<file path="src/rtl/esud_pkg.sv">
// Shared types and constants for the epoch seconds to UTC date converter.
`timescale 1ns / 1ps

package esud_pkg;

    localparam int STAGES = 9;

    // Seconds to days: (t >> 7) / 675 by reciprocal, exact over 25 bits.
    localparam logic [25:0] DAY_RECIP       = 26'd50903317;
    localparam int          DAY_RECIP_SHIFT = 35;
    localparam logic [16:0] SECS_PER_DAY    = 17'd86400;

    // Second of day to hour: (s >> 4) / 225 by reciprocal.
    localparam logic [12:0] HOUR_RECIP       = 13'd4661;
    localparam int          HOUR_RECIP_SHIFT = 20;
    localparam logic [11:0] SECS_PER_HOUR    = 12'd3600;

    // Second of hour to minute: (s >> 2) / 15 by reciprocal.
    localparam logic [10:0] MIN_RECIP       = 11'd1093;
    localparam int          MIN_RECIP_SHIFT = 14;
    localparam logic [11:0] SECS_PER_MIN    = 12'd60;

    // Days since 1970 shifted to the March era, less four full eras.
    localparam logic [17:0] ERA_OFFSET   = 18'd135080;
    localparam logic [17:0] DAYS_PER_ERA = 18'd146097;
    localparam logic [17:0] DAYS_PER_CENT_1 = 18'd36524;
    localparam logic [17:0] DAYS_PER_CENT_2 = 18'd73048;
    localparam logic [17:0] DAYS_PER_CENT_3 = 18'd109572;
    localparam logic [17:0] DAYS_PER_CENT_4 = 18'd146096;

    // Day of era to 4-year count: (doe >> 2) / 365 by reciprocal.
    localparam logic [15:0] QUAD_RECIP       = 16'd45965;
    localparam int          QUAD_RECIP_SHIFT = 24;

    // Adjusted day of era to year of era: n / 365 by reciprocal.
    localparam logic [17:0] YEAR_RECIP       = 18'd183860;
    localparam int          YEAR_RECIP_SHIFT = 26;
    localparam logic [8:0]  DAYS_PER_YEAR    = 9'd365;

    localparam logic [11:0] YEAR_BASE_ERA4 = 12'd1600;
    localparam logic [11:0] YEAR_BASE_ERA5 = 12'd2000;

    localparam logic [3:0] MONTH_JAN = 4'd10;

    // First day of each month within a March-based year.
    localparam logic [8:0] MONTH_START [12] = '{
        9'd0,   9'd31,  9'd61,  9'd92,  9'd122, 9'd153,
        9'd184, 9'd214, 9'd245, 9'd275, 9'd306, 9'd337
    };

    typedef struct packed {
        logic [31:0] epoch_seconds;
    } in_payload_t;

    typedef struct packed {
        logic [11:0] year;
        logic [3:0]  month;
        logic [4:0]  day_of_month;
        logic [4:0]  hour;
        logic [5:0]  minute;
        logic [5:0]  second;
    } out_payload_t;

    typedef struct packed {
        logic [STAGES-1:0] load;
    } pipe_ctrl_t;

endpackage

</file>
<file path="src/rtl/esud_stream_if.sv">
// Valid/ready stream channel carrying one payload.
`timescale 1ns / 1ps

interface esud_stream_if #(
    parameter type payload_t = logic [31:0]
);
    logic     valid;
    logic     ready;
    payload_t data;

    modport source (
        output valid,
        output data,
        input  ready
    );

    modport sink (
        input  valid,
        input  data,
        output ready
    );
endinterface

</file>
<file path="src/rtl/epoch_seconds_to_utc_date.sv">
// Top level of the epoch seconds to UTC date converter.
// Converts an unsigned 32-bit Unix time into Gregorian UTC year, month (0 is January),
// day of month and time of day, matching gmtime over the whole input range. The
// datapath is a nine-stage pipeline: a request is taken every cycle unless the output
// is stalled with every stage full. Each stage of a path holds at most one constant
// multiply plus adds and compares. Stalls on the result side back up stage by stage,
// so empty stages keep filling and ready drops only when every stage holds a request.
`timescale 1ns / 1ps

module epoch_seconds_to_utc_date (
    input logic         clk,
    input logic         rst_n,
    esud_stream_if.sink   epoch,
    esud_stream_if.source calendar
);

    localparam int LAST = esud_pkg::STAGES - 1;

    logic [esud_pkg::STAGES-1:0] valid_reg;
    logic [esud_pkg::STAGES-1:0] valid_next;
    logic [esud_pkg::STAGES-1:0] adv;
    esud_pkg::pipe_ctrl_t        ctrl;
    esud_pkg::in_payload_t       req;

    logic [15:0] days;
    logic [16:0] sec_of_day;
    logic [11:0] year;
    logic [3:0]  month;
    logic [4:0]  day_of_month;
    logic [4:0]  hour;
    logic [5:0]  minute;
    logic [5:0]  second;

    // Advance a stage when it is empty or its successor advances.
    always_comb
    begin
        adv[LAST] = !valid_reg[LAST] || calendar.ready;
        for (int i = LAST - 1; i >= 0; i--)
        begin
            adv[i] = !valid_reg[i] || adv[i + 1];
        end
        valid_next[0] = adv[0] ? epoch.valid : valid_reg[0];
        for (int i = 1; i < esud_pkg::STAGES; i++)
        begin
            valid_next[i] = adv[i] ? valid_reg[i - 1] : valid_reg[i];
        end
    end

    always_ff @(posedge clk or negedge rst_n)
    begin
        if (!rst_n)
        begin
            valid_reg <= '0;
        end
        else
        begin
            valid_reg <= valid_next;
        end
    end

    assign ctrl.load   = adv;
    assign epoch.ready = adv[0];
    assign req         = epoch.data;

    esud_day_split u_day_split (
        .clk           (clk),
        .ctrl          (ctrl),
        .epoch_seconds (req.epoch_seconds),
        .days          (days),
        .sec_of_day    (sec_of_day)
    );

    esud_tod u_tod (
        .clk        (clk),
        .ctrl       (ctrl),
        .sec_of_day (sec_of_day),
        .hour       (hour),
        .minute     (minute),
        .second     (second)
    );

    esud_civil u_civil (
        .clk          (clk),
        .ctrl         (ctrl),
        .days         (days),
        .year         (year),
        .month        (month),
        .day_of_month (day_of_month)
    );

    assign calendar.valid = valid_reg[LAST];
    assign calendar.data  = esud_pkg::out_payload_t'{
        year:         year,
        month:        month,
        day_of_month: day_of_month,
        hour:         hour,
        minute:       minute,
        second:       second
    };

endmodule

</file>
<file path="src/rtl/esud_day_split.sv">
// Split epoch seconds into whole days and second of day (stages 1 and 2).
`timescale 1ns / 1ps

module esud_day_split (
    input  logic                clk,
    input  esud_pkg::pipe_ctrl_t ctrl,
    input  logic [31:0]         epoch_seconds,
    output logic [15:0]         days,
    output logic [16:0]         sec_of_day
);

    logic [31:0] secs_reg;
    logic [50:0] prod_reg;
    logic [50:0] prod_next;
    logic [15:0] days_reg;
    logic [15:0] days_next;
    logic [31:0] day_base;
    logic [16:0] sod_reg;
    logic [16:0] sod_next;

    assign prod_next = 51'(epoch_seconds[31:7]) * 51'(esud_pkg::DAY_RECIP);

    always_ff @(posedge clk)
    begin
        if (ctrl.load[0])
        begin
            secs_reg <= epoch_seconds;
            prod_reg <= prod_next;
        end
    end

    always_comb
    begin
        days_next = prod_reg[50:esud_pkg::DAY_RECIP_SHIFT];
        day_base  = 32'(days_next) * 32'(esud_pkg::SECS_PER_DAY);
        sod_next  = 17'(secs_reg - day_base);
    end

    always_ff @(posedge clk)
    begin
        if (ctrl.load[1])
        begin
            days_reg <= days_next;
            sod_reg  <= sod_next;
        end
    end

    assign days       = days_reg;
    assign sec_of_day = sod_reg;

endmodule

</file>
<file path="src/rtl/esud_tod.sv">
// Time of day: hour, minute and second from second of day (stages 3 to 9).
`timescale 1ns / 1ps

module esud_tod (
    input  logic                clk,
    input  esud_pkg::pipe_ctrl_t ctrl,
    input  logic [16:0]         sec_of_day,
    output logic [4:0]          hour,
    output logic [5:0]          minute,
    output logic [5:0]          second
);

    logic [16:0] sod3_reg;
    logic [4:0]  hour3_reg;
    logic [25:0] hour_prod;
    logic [4:0]  hour3_next;

    logic [11:0] rem4_reg;
    logic [11:0] rem4_next;
    logic [4:0]  hour4_reg;

    logic [11:0] rem5_reg;
    logic [4:0]  hour5_reg;
    logic [5:0]  min5_reg;
    logic [20:0] min_prod;
    logic [5:0]  min5_next;

    logic [16:0] tod6_next;
    logic [16:0] tod_reg [4];

    // Stage 3: estimate hour.
    always_comb
    begin
        hour_prod  = 26'(sec_of_day[16:4]) * 26'(esud_pkg::HOUR_RECIP);
        hour3_next = hour_prod[24:esud_pkg::HOUR_RECIP_SHIFT];
    end

    always_ff @(posedge clk)
    begin
        if (ctrl.load[2])
        begin
            sod3_reg  <= sec_of_day;
            hour3_reg <= hour3_next;
        end
    end

    // Stage 4: second of hour.
    assign rem4_next = 12'(sod3_reg - 17'(hour3_reg) * 17'(esud_pkg::SECS_PER_HOUR));

    always_ff @(posedge clk)
    begin
        if (ctrl.load[3])
        begin
            rem4_reg  <= rem4_next;
            hour4_reg <= hour3_reg;
        end
    end

    // Stage 5: minute.
    always_comb
    begin
        min_prod  = 21'(rem4_reg[11:2]) * 21'(esud_pkg::MIN_RECIP);
        min5_next = min_prod[19:esud_pkg::MIN_RECIP_SHIFT];
    end

    always_ff @(posedge clk)
    begin
        if (ctrl.load[4])
        begin
            rem5_reg  <= rem4_reg;
            hour5_reg <= hour4_reg;
            min5_reg  <= min5_next;
        end
    end

    // Stage 6: second, then hold through stage 9.
    assign tod6_next = {hour5_reg, min5_reg,
                        6'(rem5_reg - 12'(min5_reg) * esud_pkg::SECS_PER_MIN)};

    always_ff @(posedge clk)
    begin
        if (ctrl.load[5])
        begin
            tod_reg[0] <= tod6_next;
        end
        for (int i = 1; i < 4; i++)
        begin
            if (ctrl.load[5 + i])
            begin
                tod_reg[i] <= tod_reg[i - 1];
            end
        end
    end

    assign hour   = tod_reg[3][16:12];
    assign minute = tod_reg[3][11:6];
    assign second = tod_reg[3][5:0];

endmodule

</file>
<file path="src/rtl/esud_civil.sv">
// Gregorian year, month and day from days since 1970 (stages 3 to 9).
`timescale 1ns / 1ps

module esud_civil (
    input  logic                clk,
    input  esud_pkg::pipe_ctrl_t ctrl,
    input  logic [15:0]         days,
    output logic [11:0]         year,
    output logic [3:0]          month,
    output logic [4:0]          day_of_month
);

    logic [17:0] off3;
    logic        era3_next;
    logic [17:0] doe3_next;
    logic [17:0] doe3_reg;
    logic        era3_reg;

    logic [31:0] quad_prod;
    logic [6:0]  q1460_next;
    logic [2:0]  qcent_next;
    logic [17:0] doe4_reg;
    logic [6:0]  q1460_reg;
    logic [2:0]  qcent_reg;
    logic        qera_reg;
    logic        era4_reg;

    logic [17:0] n5_next;
    logic [17:0] n5_reg;
    logic [17:0] doe5_reg;
    logic        era5_reg;

    logic [35:0] year_prod;
    logic [8:0]  yoe6_next;
    logic [8:0]  yoe6_reg;
    logic [17:0] doe6_reg;
    logic        era6_reg;

    logic [1:0]  c100;
    logic [17:0] year_start;
    logic [8:0]  doy7_next;
    logic [8:0]  doy7_reg;
    logic [8:0]  yoe7_reg;
    logic        era7_reg;

    logic [3:0]  mp8_next;
    logic [3:0]  mp8_reg;
    logic [8:0]  doy8_reg;
    logic [8:0]  yoe8_reg;
    logic        era8_reg;

    logic [11:0] year_next;
    logic [3:0]  month_next;
    logic [4:0]  dom_next;
    logic [11:0] year_reg;
    logic [3:0]  month_reg;
    logic [4:0]  dom_reg;

    // Stage 3: day of era.
    always_comb
    begin
        off3      = 18'(days) + esud_pkg::ERA_OFFSET;
        era3_next = (off3 >= esud_pkg::DAYS_PER_ERA);
        doe3_next = era3_next ? (off3 - esud_pkg::DAYS_PER_ERA) : off3;
    end

    always_ff @(posedge clk)
    begin
        if (ctrl.load[2])
        begin
            doe3_reg <= doe3_next;
            era3_reg <= era3_next;
        end
    end

    // Stage 4: leap corrections.
    always_comb
    begin
        quad_prod  = 32'(doe3_reg[17:2]) * 32'(esud_pkg::QUAD_RECIP);
        q1460_next = quad_prod[30:esud_pkg::QUAD_RECIP_SHIFT];
        qcent_next = 3'(doe3_reg >= esud_pkg::DAYS_PER_CENT_1)
                   + 3'(doe3_reg >= esud_pkg::DAYS_PER_CENT_2)
                   + 3'(doe3_reg >= esud_pkg::DAYS_PER_CENT_3)
                   + 3'(doe3_reg >= esud_pkg::DAYS_PER_CENT_4);
    end

    always_ff @(posedge clk)
    begin
        if (ctrl.load[3])
        begin
            doe4_reg  <= doe3_reg;
            q1460_reg <= q1460_next;
            qcent_reg <= qcent_next;
            qera_reg  <= (doe3_reg == esud_pkg::DAYS_PER_CENT_4);
            era4_reg  <= era3_reg;
        end
    end

    // Stage 5: day count on a 365-day grid.
    assign n5_next = doe4_reg - 18'(q1460_reg) + 18'(qcent_reg) - 18'(qera_reg);

    always_ff @(posedge clk)
    begin
        if (ctrl.load[4])
        begin
            n5_reg   <= n5_next;
            doe5_reg <= doe4_reg;
            era5_reg <= era4_reg;
        end
    end

    // Stage 6: year of era.
    always_comb
    begin
        year_prod = 36'(n5_reg) * 36'(esud_pkg::YEAR_RECIP);
        yoe6_next = year_prod[34:esud_pkg::YEAR_RECIP_SHIFT];
    end

    always_ff @(posedge clk)
    begin
        if (ctrl.load[5])
        begin
            yoe6_reg <= yoe6_next;
            doe6_reg <= doe5_reg;
            era6_reg <= era5_reg;
        end
    end

    // Stage 7: day of March-based year.
    always_comb
    begin
        c100 = 2'(yoe6_reg >= 9'd100) + 2'(yoe6_reg >= 9'd200) + 2'(yoe6_reg >= 9'd300);
        year_start = 18'(yoe6_reg) * 18'(esud_pkg::DAYS_PER_YEAR)
                   + 18'(yoe6_reg[8:2]) - 18'(c100);
        doy7_next = 9'(doe6_reg - year_start);
    end

    always_ff @(posedge clk)
    begin
        if (ctrl.load[6])
        begin
            doy7_reg <= doy7_next;
            yoe7_reg <= yoe6_reg;
            era7_reg <= era6_reg;
        end
    end

    // Stage 8: month of March-based year.
    always_comb
    begin
        mp8_next = '0;
        for (int i = 1; i < 12; i++)
        begin
            mp8_next = mp8_next + 4'(doy7_reg >= esud_pkg::MONTH_START[i]);
        end
    end

    always_ff @(posedge clk)
    begin
        if (ctrl.load[7])
        begin
            mp8_reg  <= mp8_next;
            doy8_reg <= doy7_reg;
            yoe8_reg <= yoe7_reg;
            era8_reg <= era7_reg;
        end
    end

    // Stage 9: calendar fields; January and February roll into the next year.
    always_comb
    begin
        dom_next   = 5'(doy8_reg - esud_pkg::MONTH_START[mp8_reg] + 9'd1);
        month_next = (mp8_reg < esud_pkg::MONTH_JAN) ? (mp8_reg + 4'd2)
                                                     : (mp8_reg - esud_pkg::MONTH_JAN);
        year_next  = 12'(yoe8_reg)
                   + (era8_reg ? esud_pkg::YEAR_BASE_ERA5 : esud_pkg::YEAR_BASE_ERA4)
                   + 12'(mp8_reg >= esud_pkg::MONTH_JAN);
    end

    always_ff @(posedge clk)
    begin
        if (ctrl.load[8])
        begin
            year_reg  <= year_next;
            month_reg <= month_next;
            dom_reg   <= dom_next;
        end
    end

    assign year         = year_reg;
    assign month        = month_reg;
    assign day_of_month = dom_reg;

endmodule
</file>
<file path="src/flat_wrapper.sv">
// flat-port wrapper written by rule: the top's interface ports become plain ports
module epoch_seconds_to_utc_date_flat 
  (clk, rst_n, epoch_valid, epoch_data, epoch_ready, calendar_valid, calendar_data, calendar_ready);
  esud_stream_if epoch_i ();
  esud_stream_if calendar_i ();
  input logic clk;
  input logic rst_n;
  input wire logic [$bits(epoch_i.valid)-1:0] epoch_valid;
  input wire logic [$bits(epoch_i.data)-1:0] epoch_data;
  output wire logic [$bits(epoch_i.ready)-1:0] epoch_ready;
  output wire logic [$bits(calendar_i.valid)-1:0] calendar_valid;
  output wire logic [$bits(calendar_i.data)-1:0] calendar_data;
  input wire logic [$bits(calendar_i.ready)-1:0] calendar_ready;
  assign epoch_i.valid = epoch_valid;
  assign epoch_i.data = epoch_data;
  assign epoch_ready = epoch_i.ready;
  assign calendar_valid = calendar_i.valid;
  assign calendar_data = calendar_i.data;
  assign calendar_i.ready = calendar_ready;
  epoch_seconds_to_utc_date u_core (.clk(clk), .rst_n(rst_n), .epoch(epoch_i), .calendar(calendar_i));
endmodule
</file>
<file path="config.mk">
export PLATFORM = sky130hd
export DESIGN_NAME = epoch_seconds_to_utc_date_flat
export DESIGN_NICKNAME = d
export VERILOG_FILES = /design/src/rtl/esud_pkg.sv /design/src/rtl/esud_stream_if.sv /design/src/rtl/epoch_seconds_to_utc_date.sv /design/src/rtl/esud_day_split.sv /design/src/rtl/esud_tod.sv /design/src/rtl/esud_civil.sv /design/src/flat_wrapper.sv
export SDC_FILE = /design/constraint.sdc
export NUM_CORES = 2
export LEC_CHECK = 0
export BUFFER_PORTS_ARGS = -buffer_cell sky130_fd_sc_hd__clkbuf_2
export CAP_MARGIN = 10
export CELL_PAD_IN_SITES_DETAIL_PLACEMENT = 0
export CELL_PAD_IN_SITES_GLOBAL_PLACEMENT = 1
export CORE_ASPECT_RATIO = 1.25
export CORE_UTILIZATION = 59
export CTS_BUF_LIST = sky130_fd_sc_hd__clkbuf_8
export DETAILED_ROUTE_END_ITERATION = 6
export PLACE_DENSITY_LB_ADDON = 0.1
export SLEW_MARGIN = 20
export SYNTH_ARGS = -nofsm -noshare
export SYNTH_HDL_FRONTEND = slang
export SYNTH_SLANG_ARGS = --single-unit
</file>
<file path="constraint.sdc">
create_clock -name clk -period 15.6 [get_ports clk]
set_input_delay 3.12 -clock clk [delete_from_list [all_inputs] [get_ports clk]]
set_output_delay 3.12 -clock clk [all_outputs]
set_load 0.02 [all_outputs]
</file>
==> impl_metrics.env <==
export IMPL_ios=70
export IMPL_synth_top_cells_by_area="ha_1, edfxtp_1, fa_1"
export IMPL_post_cts_buffers=0
export IMPL_yosysTopAreaCell="ha_1"
export IMPL_dp_hpwl_um=64200
export IMPL_die_area_um2=66600
export IMPL_drt_wirelength_per_cell_um=17.4
export IMPL_syn_area_per_cell_um2=11.5
export IMPL_synth_warnings=0
export IMPL_grt_overflow=0
export IMPL_gp_congestion=0.919
export IMPL_cts_tree="built"
export IMPL_final_max_slew_viol_count=0
export IMPL_async_flop_share_pct=2.67
export IMPL_syn_inst=3356
export IMPL_drt_initial_drc_count=731
export IMPL_multi_input_area_um2=25300
export IMPL_layout_min_cycle_time_ps=8850
export IMPL_synth_top_area_share_pct=28.4
export IMPL_clock_skew_ps=55.8
export IMPL_pre_cts_slack_ps=6110
export IMPL_status="completed"
export IMPL_ys_seq_area_share_pct=26.0
export IMPL_cts_buffers=54
export IMPL_vias_per_cell=5.28
export IMPL_path_max_fanout=12
export IMPL_slew_headroom_pct=34.0
export IMPL_clock_path_buffers=3
export IMPL_crit_type="in -> reg"
export IMPL_clock_latency_ps=650
export IMPL_ys_flop_type="edfxtp_1"
export IMPL_grt_start_max_net_pins=50
export IMPL_fin_nets=4857
export IMPL_cts_resized=0
export IMPL_track_usage_pct=23.9
export IMPL_area_growth_pct=6.79
export IMPL_die_x_um=231
export IMPL_antenna_found_initial=1
export IMPL_wl_um=76100
export IMPL_fmax_mhz=113
export IMPL_cp_required_ps=16040
export IMPL_drv_cap=0
export IMPL_io_buffers=69
export IMPL_setup_tns_final_ps=0
export IMPL_ant_nets=0
export IMPL_finalHoldViolCount=0
export IMPL_netlist_area_um2=38700
export IMPL_num_vias=23131
export IMPL_final_setup_worst_slack_ps=6750
export IMPL_finalSetupViolations=0
export IMPL_ys_seq_elements=337
export IMPL_synth_distinct_cells=73
export IMPL_critPathLaunchType="input pin"
export IMPL_cp_arrival_ps=9290
export IMPL_min_path_type="reg -> reg"
export IMPL_htree_levels=2
export IMPL_path_clk_slew_ps=60
export IMPL_holdBufCountCts=0
export IMPL_rsz0062_at_grt="no"
export IMPL_synth_edf_count=328
export IMPL_grt_pass1_wl_um=125000
export IMPL_drive_gt1_share_pct=5.21
export IMPL_endpoint_kind="flip-flop"
export IMPL_seqCellArea_um2=10100
export IMPL_cts_sinks=337
export IMPL_largest_reg_flops=68
export IMPL_route_detailed_drc=0
export IMPL_nFillCells=5152
export IMPL_grt_pass1_vias=25460
export IMPL_initial_utilization_pct=59.8
export IMPL_min_period_over_period_pct=56.8
export IMPL_die_height_um=288
export IMPL_worstMarginPinSlew_ps=990
export IMPL_cts_root_buf="clkbuf_8"
export IMPL_rows=104
export IMPL_synth_fp_nets=4730
export IMPL_drt_pre_antenna_iters=5
export IMPL_coreArea_um2=64700
worst max-delay path, cell delays in order:
cell	delay, ps
clkbuf_2	310
inv_1	160
ha_1	360
inv_1	110
fa_1	420
ha_1	290
inv_1	50
fa_1	500
inv_1	50
fa_1	460
fa_1	550
inv_1	50
fa_1	520
inv_1	50
ha_1	350
a211oi_1	340
nand4_1	150
a21oi_1	150
o311ai_1	200
a31oi_2	320
o21bai_1	210
a2111o_1	450
o311ai_1	90
layout make-up:
type | instances | share of cell area, %
sequential | 337 | 24.4
timing repair buffer | 81 | 1.05
inverter | 890 | 8.08
clock inverter | 42 | 0.799
tap | 848 | 2.57
antenna | 1 | 0.00606
multi-input combinational | 2119 | 61.1
clock buffer | 60 | 2.00
synthesized netlist by cell type (6+ instances only):
| master | number |
|---|---|
| nor2_1 | 52 |
| clkbuf_1 | 9 |
| edfxtp_1 | 328 |
| nand4_1 | 25 |
| or2_2 | 6 |
| o21bai_1 | 14 |
| ha_1 | 877 |
| a21o_1 | 49 |
| xor2_1 | 45 |
| a21boi_0 | 7 |
| a211oi_1 | 10 |
| and3_1 | 6 |
| and2_1 | 9 |
| dfrtp_1 | 9 |
| fa_1 | 461 |
| a21oi_1 | 104 |
| o21ai_0 | 60 |
| o21a_1 | 12 |
| nor3_1 | 19 |
| nand2_1 | 81 |
| nand2b_1 | 20 |
| or3_1 | 7 |
| xnor2_1 | 110 |
| inv_1 | 890 |
| nand3_1 | 31 |
| nor2b_1 | 15 |
| o211ai_1 | 7 |
| a31oi_1 | 10 |
stage by stage:
stage,hold WS [ps],area [um^2],util [%],instances
3_3_place_gp,401,40200,62.1,4275
5_1_grt,379,41300,63.9,4378
3_5_place_dp,405,40200,62.1,4275
2_1_floorplan,400,38700,-,3356
6_report,385,41300,63.9,4378
4_1_cts,368,41300,63.9,4377
per-layer routing:
| layer | up-vias | global-route usage (%) | share of wire (%) |
|---|---|---|---|
| met3 | 135 | 2.11 | 2.2 |
| li1 | 11206 | - | - |
| met5 | - | 0 | 0 |
| met4 | 0 | 8.39 | 3.5 |
| met1 | 11489 | 27.4 | 40 |
| met2 | 301 | 46.1 | 54 |
worst paths after layout:
kind                       cells past startpoint  slack (ps)                  startpoint                         endpoint
setup / recovery                              23        6750              epoch_data[12]  u_core.u_day_split.prod_reg[44]
hold / removal                                 0         390  u_core.u_civil.yoe7_reg[5]       u_core.u_civil.yoe8_reg[5]
setup reg to reg                              16        9070  u_core.u_civil.doe3_reg[7]      u_core.u_civil.q1460_reg[6]
hold reg to reg                                0         390  u_core.u_civil.yoe7_reg[5]       u_core.u_civil.yoe8_reg[5]
max in group asynchronous                      1       12990                       rst_n              u_core.valid_reg[1]
min in group asynchronous                      1        2350                       rst_n              u_core.valid_reg[8]
cells by family (layout without fill, tap and decap cells):
family | count (synthesis) | count (layout) | share of synthesized area (%)
other cells | 0 | 1 | 0
mux | 2 | 2 | 0.0550
simple gates | 289 | 289 | 3.78
fa+ha+maj | 1338 | 1338 | 52.2
xor+xnor | 155 | 155 | 3.51
flops | 337 | 337 | 26.0
buf+inv | 900 | 1073 | 8.75
compound gates | 335 | 335 | 5.67
cells in the final DEF, fill, tap and decap left out, types with 52 or more instances in the layout:
master and n:
o21ai_0 60, nand2_1 80, nor2_1 52, ha_1 877, a21oi_1 104, fa_1 461
xnor2_1 110, inv_1 908, clkbuf_8 60, edfxtp_1 328, clkbuf_2 69
Power is left out: the tool's default activity adds up to more than one toggle a clock period on the data nets, which glitch-free logic cannot reach.
